<file path="src/sads_pkg.sv">
package sads_pkg;

  localparam int MaxLen = 256;
  localparam int SymbolBits = 8;
  localparam int MaxStates = 2 * MaxLen;
  localparam int NumSym = 1 << SymbolBits;
  localparam int StateW = $clog2(MaxStates);
  localparam int LenW = $clog2(MaxLen + 1);
  localparam int AddrW = StateW + SymbolBits;
  localparam int CountW = 16;
  localparam int TakenW = $clog2(MaxLen + 1);

  typedef enum logic [3:0] {
    OpNone,
    OpInit,
    OpNewCur,
    OpRdEdge,
    OpWalkAdd,
    OpReadQ,
    OpSetLinkQ,
    OpCloneInit,
    OpCopyRow,
    OpRedirect,
    OpFinish,
    OpClearRow
  } op_e;

  typedef struct packed {
    op_e op;
    logic [SymbolBits-1:0] sym;
  } cmd_t;

  typedef struct packed {
    logic edge_empty;
    logic edge_is_q;
    logic p_has_link;
    logic len_ok;
    logic copy_done;
    logic clear_done;
    logic full;
  } status_t;

endpackage

</file>
<file path="src/sads_ctrl.sv">
module sads_ctrl (
  input  logic                   clk_i,
  input  logic                   rst_ni,
  input  logic                   in_valid_i,
  output logic                   in_stall_o,
  input  logic [7:0]             symbol_i,
  output logic                   out_valid_o,
  input  logic                   out_stall_i,
  output logic                   out_full_o,
  output sads_pkg::cmd_t         cmd_o,
  input  sads_pkg::status_t      status_i
);

  localparam logic [3:0] StClear = 4'd0;
  localparam logic [3:0] StInit = 4'd1;
  localparam logic [3:0] StIdle = 4'd2;
  localparam logic [3:0] StLoad = 4'd3;
  localparam logic [3:0] StWait = 4'd4;
  localparam logic [3:0] StWalk = 4'd5;
  localparam logic [3:0] StQWait = 4'd6;
  localparam logic [3:0] StQChk = 4'd7;
  localparam logic [3:0] StCopy = 4'd8;
  localparam logic [3:0] StRWait = 4'd9;
  localparam logic [3:0] StRedir = 4'd10;
  localparam logic [3:0] StDone = 4'd11;
  localparam logic [3:0] StPrep = 4'd12;

  logic [3:0] state_q, state_d;
  logic [sads_pkg::SymbolBits-1:0] sym_q;
  logic out_valid_q, full_q;
  logic accept, out_free;
  logic [1:0] wait_q;

  assign out_free = !out_valid_q || !out_stall_i;
  assign in_stall_o = !(state_q == StIdle && out_free);
  assign accept = in_valid_i && !in_stall_o;
  assign out_valid_o = out_valid_q;
  assign out_full_o = full_q;

  always_comb begin
    state_d = state_q;
    cmd_o.op = sads_pkg::OpNone;
    cmd_o.sym = sym_q;
    case (state_q)
      StClear: begin
        cmd_o.op = sads_pkg::OpClearRow;
        if (status_i.clear_done) begin
          cmd_o.op = sads_pkg::OpNone;
          state_d = StInit;
        end
      end
      StInit: begin
        cmd_o.op = sads_pkg::OpInit;
        state_d = StIdle;
      end
      StIdle: begin
        if (accept && !status_i.full) begin
          state_d = StPrep;
        end
      end
      StPrep: state_d = StLoad;
      StLoad: begin
        cmd_o.op = sads_pkg::OpNewCur;
        state_d = StWait;
      end
      StWait: begin
        if (wait_q == 2'd0) begin
          state_d = StWalk;
        end
      end
      StWalk: begin
        if (status_i.edge_empty) begin
          cmd_o.op = sads_pkg::OpWalkAdd;
          state_d = status_i.p_has_link ? StWait : StDone;
        end else begin
          cmd_o.op = sads_pkg::OpReadQ;
          state_d = StQWait;
        end
      end
      StQWait: begin
        if (wait_q == 2'd0) begin
          state_d = StQChk;
        end
      end
      StQChk: begin
        if (status_i.len_ok) begin
          cmd_o.op = sads_pkg::OpSetLinkQ;
          state_d = StDone;
        end else begin
          cmd_o.op = sads_pkg::OpCloneInit;
          state_d = StCopy;
        end
      end
      StCopy: begin
        cmd_o.op = sads_pkg::OpCopyRow;
        if (status_i.copy_done) begin
          cmd_o.op = sads_pkg::OpNone;
          state_d = StRWait;
        end
      end
      StRWait: begin
        if (wait_q == 2'd0) begin
          state_d = StRedir;
        end
      end
      StRedir: begin
        if (status_i.edge_is_q) begin
          cmd_o.op = sads_pkg::OpRedirect;
          state_d = status_i.p_has_link ? StRWait : StDone;
        end else begin
          state_d = StDone;
        end
      end
      StDone: begin
        cmd_o.op = sads_pkg::OpFinish;
        state_d = StIdle;
      end
      default: state_d = StIdle;
    endcase
  end

  always_ff @(posedge clk_i or negedge rst_ni) begin
    if (!rst_ni) begin
      state_q <= StClear;
      sym_q <= '0;
      out_valid_q <= 1'b0;
      full_q <= 1'b0;
      wait_q <= '0;
    end else begin
      state_q <= state_d;
      if (state_d != state_q) begin
        wait_q <= 2'd1;
      end else if (wait_q != 2'd0) begin
        wait_q <= wait_q - 1'b1;
      end
      if (accept) begin
        sym_q <= symbol_i[sads_pkg::SymbolBits-1:0];
      end
      if (accept && status_i.full) begin
        out_valid_q <= 1'b1;
        full_q <= 1'b1;
      end else if (state_q == StDone) begin
        out_valid_q <= 1'b1;
        full_q <= 1'b0;
      end else if (!out_stall_i) begin
        out_valid_q <= 1'b0;
      end
    end
  end

endmodule

</file>
<file path="config.mk">
export PLATFORM = sky130hd
export DESIGN_NAME = sads_ctrl
export DESIGN_NICKNAME = d
export VERILOG_FILES = /design/src/sads_pkg.sv /design/src/sads_ctrl.sv
export SDC_FILE = /design/constraint.sdc
export NUM_CORES = 1
export LEC_CHECK = 0
export BUFFER_PORTS_ARGS = -buffer_cell sky130_fd_sc_hd__buf_2
export CAP_MARGIN = 20
export CORE_UTILIZATION = 30
export DETAILED_ROUTE_END_ITERATION = 12
export PLACE_DENSITY = 0.58
export SLEW_MARGIN = 20
export SYNTH_ARGS = -nofsm -noshare
export SYNTH_HDL_FRONTEND = slang
export SYNTH_SLANG_ARGS = --single-unit
export TNS_END_PERCENT = 30
</file>
<file path="constraint.sdc">
create_clock -name clk_i -period 5 [get_ports clk_i]
set_clock_uncertainty 0.2 [all_clocks]
set_input_delay 0 -clock clk_i [delete_from_list [all_inputs] [get_ports clk_i]]
set_output_delay 0 -clock clk_i [all_outputs]
set_load 0.01 [all_outputs]
</file>
Word level (Yosys, flattened, before mapping)
Index checks and enable logic that the tools add are counted.
{"block": "op_classes", "n_addsub": 1, "eq_ne": 14, "n_mux": 25, "n_reduce_logical": 14}
{"op": "$mux 4", "n": 11}
{"op": "$pmux 4 s11", "n": 1}
{"op": "$pmux 4 s8", "n": 1}
{"op": "$eq 4x4->1 const B", "n": 5}
{"op": "$eq 4x3->1 const B", "n": 4}
{"op": "$mux 2", "n": 5}
{"op": "$eq 4x2->1 const B", "n": 2}
{"op": "$mux 1", "n": 7}
{"op": "$reduce_bool 2->1", "n": 3}
{"op": "$eq 4x1->1 const B", "n": 1}
{"op": "$logic_and 1x1->1", "n": 4}
{"op": "$logic_not 1->1", "n": 4}
{"op": "$logic_not 4->1", "n": 1}
{"op": "$ne 4x4->1", "n": 1}
{"op": "$ne 3x1->1 const B", "n": 1}
{"op": "$logic_not 2->1", "n": 1}
{"op": "$sub 2x1->2 const B", "n": 1}
{"op": "$logic_or 1x1->1", "n": 1}
{"block": "word_totals", "ff_bits": 16, "input_bits": 19, "output_inout_bits": 15, "wordCells": 59}

Logic depth before layout (Yosys ltp)
{"block": "logic_depth", "ltp_word": 9, "mapped_depth": 6, "depth_no_buf": 6}

Worst setup path before layout
Ideal clock, no wire load.
{"block": "synth_path", "path_type": "reg2reg", "startpoint": "register state_q[2]", "endpoint": "register wait_q[0]", "setup_time_ps": 125, "t_arrival_ps": 1398, "t_required_ps": 4675, "path_slack_ps": 3278, "path_stages_with_launch": 5, "n_path_buf": 0, "period_less_slack_ps": 1722, "cell_sequence": "dfrtp_1 and3b_1 a32oi_1 o311a_1 mux2_2"}
{"block": "synth_via", "elab_chain_len": 8, "elab_cells_between_ends": 24, "cone_classes": "11 x eq/ne; 8 x mux; 5 x reduce/logical"}
{"item": "start: declaration", "line_no": "sads_ctrl.sv:28", "source": "logic [3:0] state_q, state_d;"}
{"item": "start signal: assignment", "line_no": "sads_ctrl.sv:124", "source": "state_q <= StClear;"}
{"item": "start signal: assignment", "line_no": "sads_ctrl.sv:130", "source": "state_q <= state_d;"}
{"item": "$eq 4x2->1", "line_no": "sads_ctrl.sv:35, sads_ctrl.sv:44"}
{"item": "$logic_and 1x1->1", "line_no": "sads_ctrl.sv:35", "source": "assign in_stall_o = !(state_q == StIdle && out_free);"}
{"item": "$logic_and 1x1->1", "line_no": "sads_ctrl.sv:36", "source": "assign accept = in_valid_i && !in_stall_o;"}
{"item": "$logic_and 1x1->1", "line_no": "sads_ctrl.sv:57", "source": "if (accept && !status_i.full) begin"}
{"item": "$mux 4", "line_no": "sads_ctrl.sv:57"}
{"item": "$pmux 4 s11", "line_no": "sads_ctrl.sv:44", "source": "case (state_q)"}
{"item": "$ne 4x4->1 *", "line_no": "sads_ctrl.sv:131", "source": "if (state_d != state_q) begin"}
{"item": "$mux 2 / $reduce_bool 2->1 (equally long branches)"}
{"item": "end signal: assignment", "line_no": "sads_ctrl.sv:134", "source": "wait_q <= wait_q - 1'b1;"}
{"item": "end: declaration", "line_no": "sads_ctrl.sv:32", "source": "logic [1:0] wait_q;"}
Every way passes the cells marked *; elsewhere a longest branch is shown, timed or not.
A chain may end at the register's enable or synchronous reset.

Final worst setup path
{"block": "layout_path", "startpoint": "register state_q[1]", "endpoint": "register sym_q[6] (netlist bit)"}
{"block": "layout_via", "elab_chain_len": 3}
{"item": "$eq 4x2->1", "line_no": "sads_ctrl.sv:35"}
{"item": "$logic_and 1x1->1", "line_no": "sads_ctrl.sv:35"}
{"item": "$logic_and 1x1->1", "line_no": "sads_ctrl.sv:36"}
{"item": "end signal: assignment", "line_no": "sads_ctrl.sv:137", "source": "sym_q <= symbol_i[sads_pkg::SymbolBits-1:0];"}
{"item": "end: declaration", "line_no": "sads_ctrl.sv:29", "source": "logic [sads_pkg::SymbolBits-1:0] sym_q;"}
Every way passes these cells.

==> key figures <==
Outcome
  • Run status: finished clean

CTS
  • Clock transition at path regs: about 0.090 ns
  • Post CTS Setup Buffer Count: 0
  • Deepest level of the CTS H-tree: 1
  • TritonCTS clock tree: built
  • Number of buffers created by CTS: 3
  • Root Buffer: clkbuf_4
  • Post_cts resized: 0
  • Bufs on Longest Clock Path: 2
  • Clk Latency, worst-skew pair: ~0.28 ns
  • Clock net sink count: 16

Detailed routing
  • Final routed wirelength across all metal layers: between 2 and 3 mm
  • Drt initial violations: 37
  • Detail-routed net length per standard cell: roughly 13 um
  • Residual DRC: 0
  • ANT nets after route: 0
  • Number of vias after detailed routing: around 1000
  • Average vias per placed instance: roughly 4.9
  • First-pass detailed-route iteration total: 4

Yosys
  • Area share of the largest cell type after synthesis: 0.3965
  • Cell area after technology mapping: roughly 0.0010 sq mm
  • Library cells used by synthesis: between 40 and 50
  • Number of enable flip-flop cells after synthesis: 0
  • Leading register cell type out of synthesis: dfrtp_1
  • Cell type with the largest total area after synthesis: dfrtp_1
  • Synthesis warning total: 0
  • Ranking of synthesized cells by instance count: dfrtp_1, nand2_1, a21oi_1, mux2_1
  • Most frequent cell after synthesis: dfrtp_1
  • Register bit total from synthesis: 16
  • Top area cells in the synthesized netlist: dfrtp_1, mux2_1, nand2_1
  • Post-synthesis average cell area: 9.437 sq um
  • Portion of the post-synthesis area used by sequential elements: 0.3965
  • Async set-reset flop share out of synthesis: 1.000
  • Synth Net Count: roughly 130
  • Cells after synthesis: roughly 110

Placed design
  • Detail Placement HPWL: 1.661 mm
  • Routability congestion estimate: 0.7850
  • Port Buffer Count: 33
  • Place WS: about 3.0 ns

Floorplan
  • Core area: roughly 0.0031 sq mm
  • Die extent in x: ~60 um
  • Full die area: 0.003602 sq mm
  • Height of the die: approximately 60 um
  • Starting density of the core: 0.3228
  • Placement row count: 20
  • Number of top-level design ports: 34

Layout
  • Final standard cell utilization of the core: 0.4764
  • Number of nets in the final layout: 185
  • Antenna diode count: 0
  • Area Overhead vs Synth: 47.58%
  • Fraction of layout instances using a drive strength above 1: 0.2622

Timing
  • Final setup fails: 0
  • Ratio of final minimum period to clock period: 0.5021
  • Tmin final: approximately 2.5 ns
  • Number of pins exceeding their max-slew limit in the final report: 0
  • Slew HR: 0.5190
  • Setup repair after global routing missed its margin: false
  • FMAX: approximately 400 MHz
  • Final hold violation count: 0
  • Slew @ Worst Pin: approximately 0.72 ns
  • Final setup slack of the worst path: approximately 2.5 ns
  • Setup TNS: 0 ns

GRT
  • First-pass GRT wire length: roughly 4.2 mm
  • Largest net degree at the start of global routing: 21
  • Antenna violations before repair: 0
  • Total congestion overflow after global routing: 0
  • Vias in the first global route: approximately 950
  • Total routing resource utilization after global routing: 0.1557

Power and ir drop
  • Power dissipated by switching net loads: ~0.33 mW
  • Peak supply drop: between 0.0003 and 0.0004 V
  • Share of total power in the clock network: 0.104
  • Reg power frac: 0.334
  • Leakage power: 0.6892 nW
  • Design internal power: between 0.4 and 0.5 mW
  • Net Sw Frac: 0.4031
  • Power, Total: 0.8191 mW
  • Power per cell area: between 500 and 600 mW/mm^2
  • Combinational cell fraction of total power: 0.562

Job
  • Number of maximum-capacitance constraint violations: 0

Critical path
  • Category of the most critical setup path: flip-flop to flip-flop
  • Type of element launching the critical path: flip-flop
  • Top fanout value on the critical path: 16
  • Critical path capture point type: flip-flop
  • Data arrival at the endpoint of the critical path: approximately 2.5 ns
  • Data required time at the worst endpoint: slightly below 5 ns

Hold path
  • Min-Delay Path Class: primary input to flip-flop
==> per-layer routing <==
metal | global-route usage | up-vias | wire, um
li1 | - | 508 | -
met1 | 0.1914 | 461 | 1204
met2 | 0.2810 | 41 | 1241
met3 | 0.02381 | 0 | 167
met4 | 0.03987 | 0 | 0
met5 | 0 | - | 0
==> critical path, cell delays in order, from the launching register on <==
cell and delay (ns):
dfrtp_1 0.63, nor2b_2 0.39, nand4_4 0.25, mux2_1 0.37, dlygate4sd3_1 0.56
==> cell usage in the layout (no fill, tap or decap), types with 5 or more instances in the layout <==
cell | netlist | final
dfrtp_1 | 16 | 16
mux2_1 | 6 | 6
o21ai_1 | 5 | 5
inv_1 | 5 | 5
nand2_1 | 9 | 9
o21ai_0 | 5 | 5
a21oi_1 | 6 | 6
dlygate4sd3_1 | 0 | 26
buf_2 | 2 | 33
==> power groups by stage <==
stage | sequential [mW] | clock, mW | combinational (mW)
floorplan | 0.244 | 0 | 0.297
global placement | 0.270 | 0 | 0.367
detailed placement | 0.273 | 0 | 0.371
CTS | 0.270 | 0.0878 | 0.458
global route | 0.286 | 0.0923 | 0.512
finish | 0.274 | 0.0850 | 0.460
==> kinds of logic after synthesis <==
| kind of cell | Yosys count | share of synthesized area |
|---|---|---|
| AOI/OAI and AO/OA | 32 | 0.2032 |
| muxes | 10 | 0.1103 |
| adders and majority gates | 1 | 0.01239 |
| xor gates and xnor gates | 1 | 0.008676 |
| and+or+nand+nor | 35 | 0.2107 |
| DFF | 16 | 0.3965 |
| buffers and inverters | 12 | 0.05824 |
==> path summary, 6_finish.rpt <==
path	startpoint	to	slack, ns	depth (start not counted)
worst max-delay path	state_q[1]$_DFF_PN0_	sym_q[6]$_DFFE_PN0N_	2.49	4
worst min-delay path	status_i[4]	state_q[3]$_DFF_PN0_	0.06	5
worst max register to register	state_q[1]$_DFF_PN0_	sym_q[6]$_DFFE_PN0N_	2.49	4
worst min register to register	wait_q[1]$_DFFE_PN0P_	wait_q[1]$_DFFE_PN0P_	0.51	4
max in group asynchronous	rst_ni	state_q[3]$_DFF_PN0_	3.53	3
min in group asynchronous	rst_ni	sym_q[1]$_DFFE_PN0N_	0.62	3
==> area by class of cell <==
class	count	area [sq um]
clock buffers	4	36.28
multi-input cells	79	550.5
flip-flops and latches	16	400.4
inverters	6	22.52
fillers	316	1638
repair buffers	59	425.4
well taps	44	55.05
==> flip-flops by register name, indices dropped and copies added (netlist names) <==
signal       flops
state_q          4
sym_q            8
out_full_o       1
wait_q           2
out_valid_o      1
==> metrics by stage <==
| step | hold slack [ns] | instances | area [sq um] |
|---|---|---|---|
| 2_1_floorplan | -0.4956 | 107 | 1010 |
| 3_3_place_gp | -0.2706 | 178 | 1194 |
| 3_5_place_dp | -0.2668 | 178 | 1194 |
| 4_1_cts | 0.04738 | 208 | 1490 |
| 5_1_grt | 0.1100 | 208 | 1490 |
| 6_report | 0.06448 | 208 | 1490 |
==> what timing repair did <==
item,CTS,global route
hold buffers,26,0
endpoints found under the setup margin,0,0
hold endpoints to repair,30,0
(Power assumes the default switching activity.)
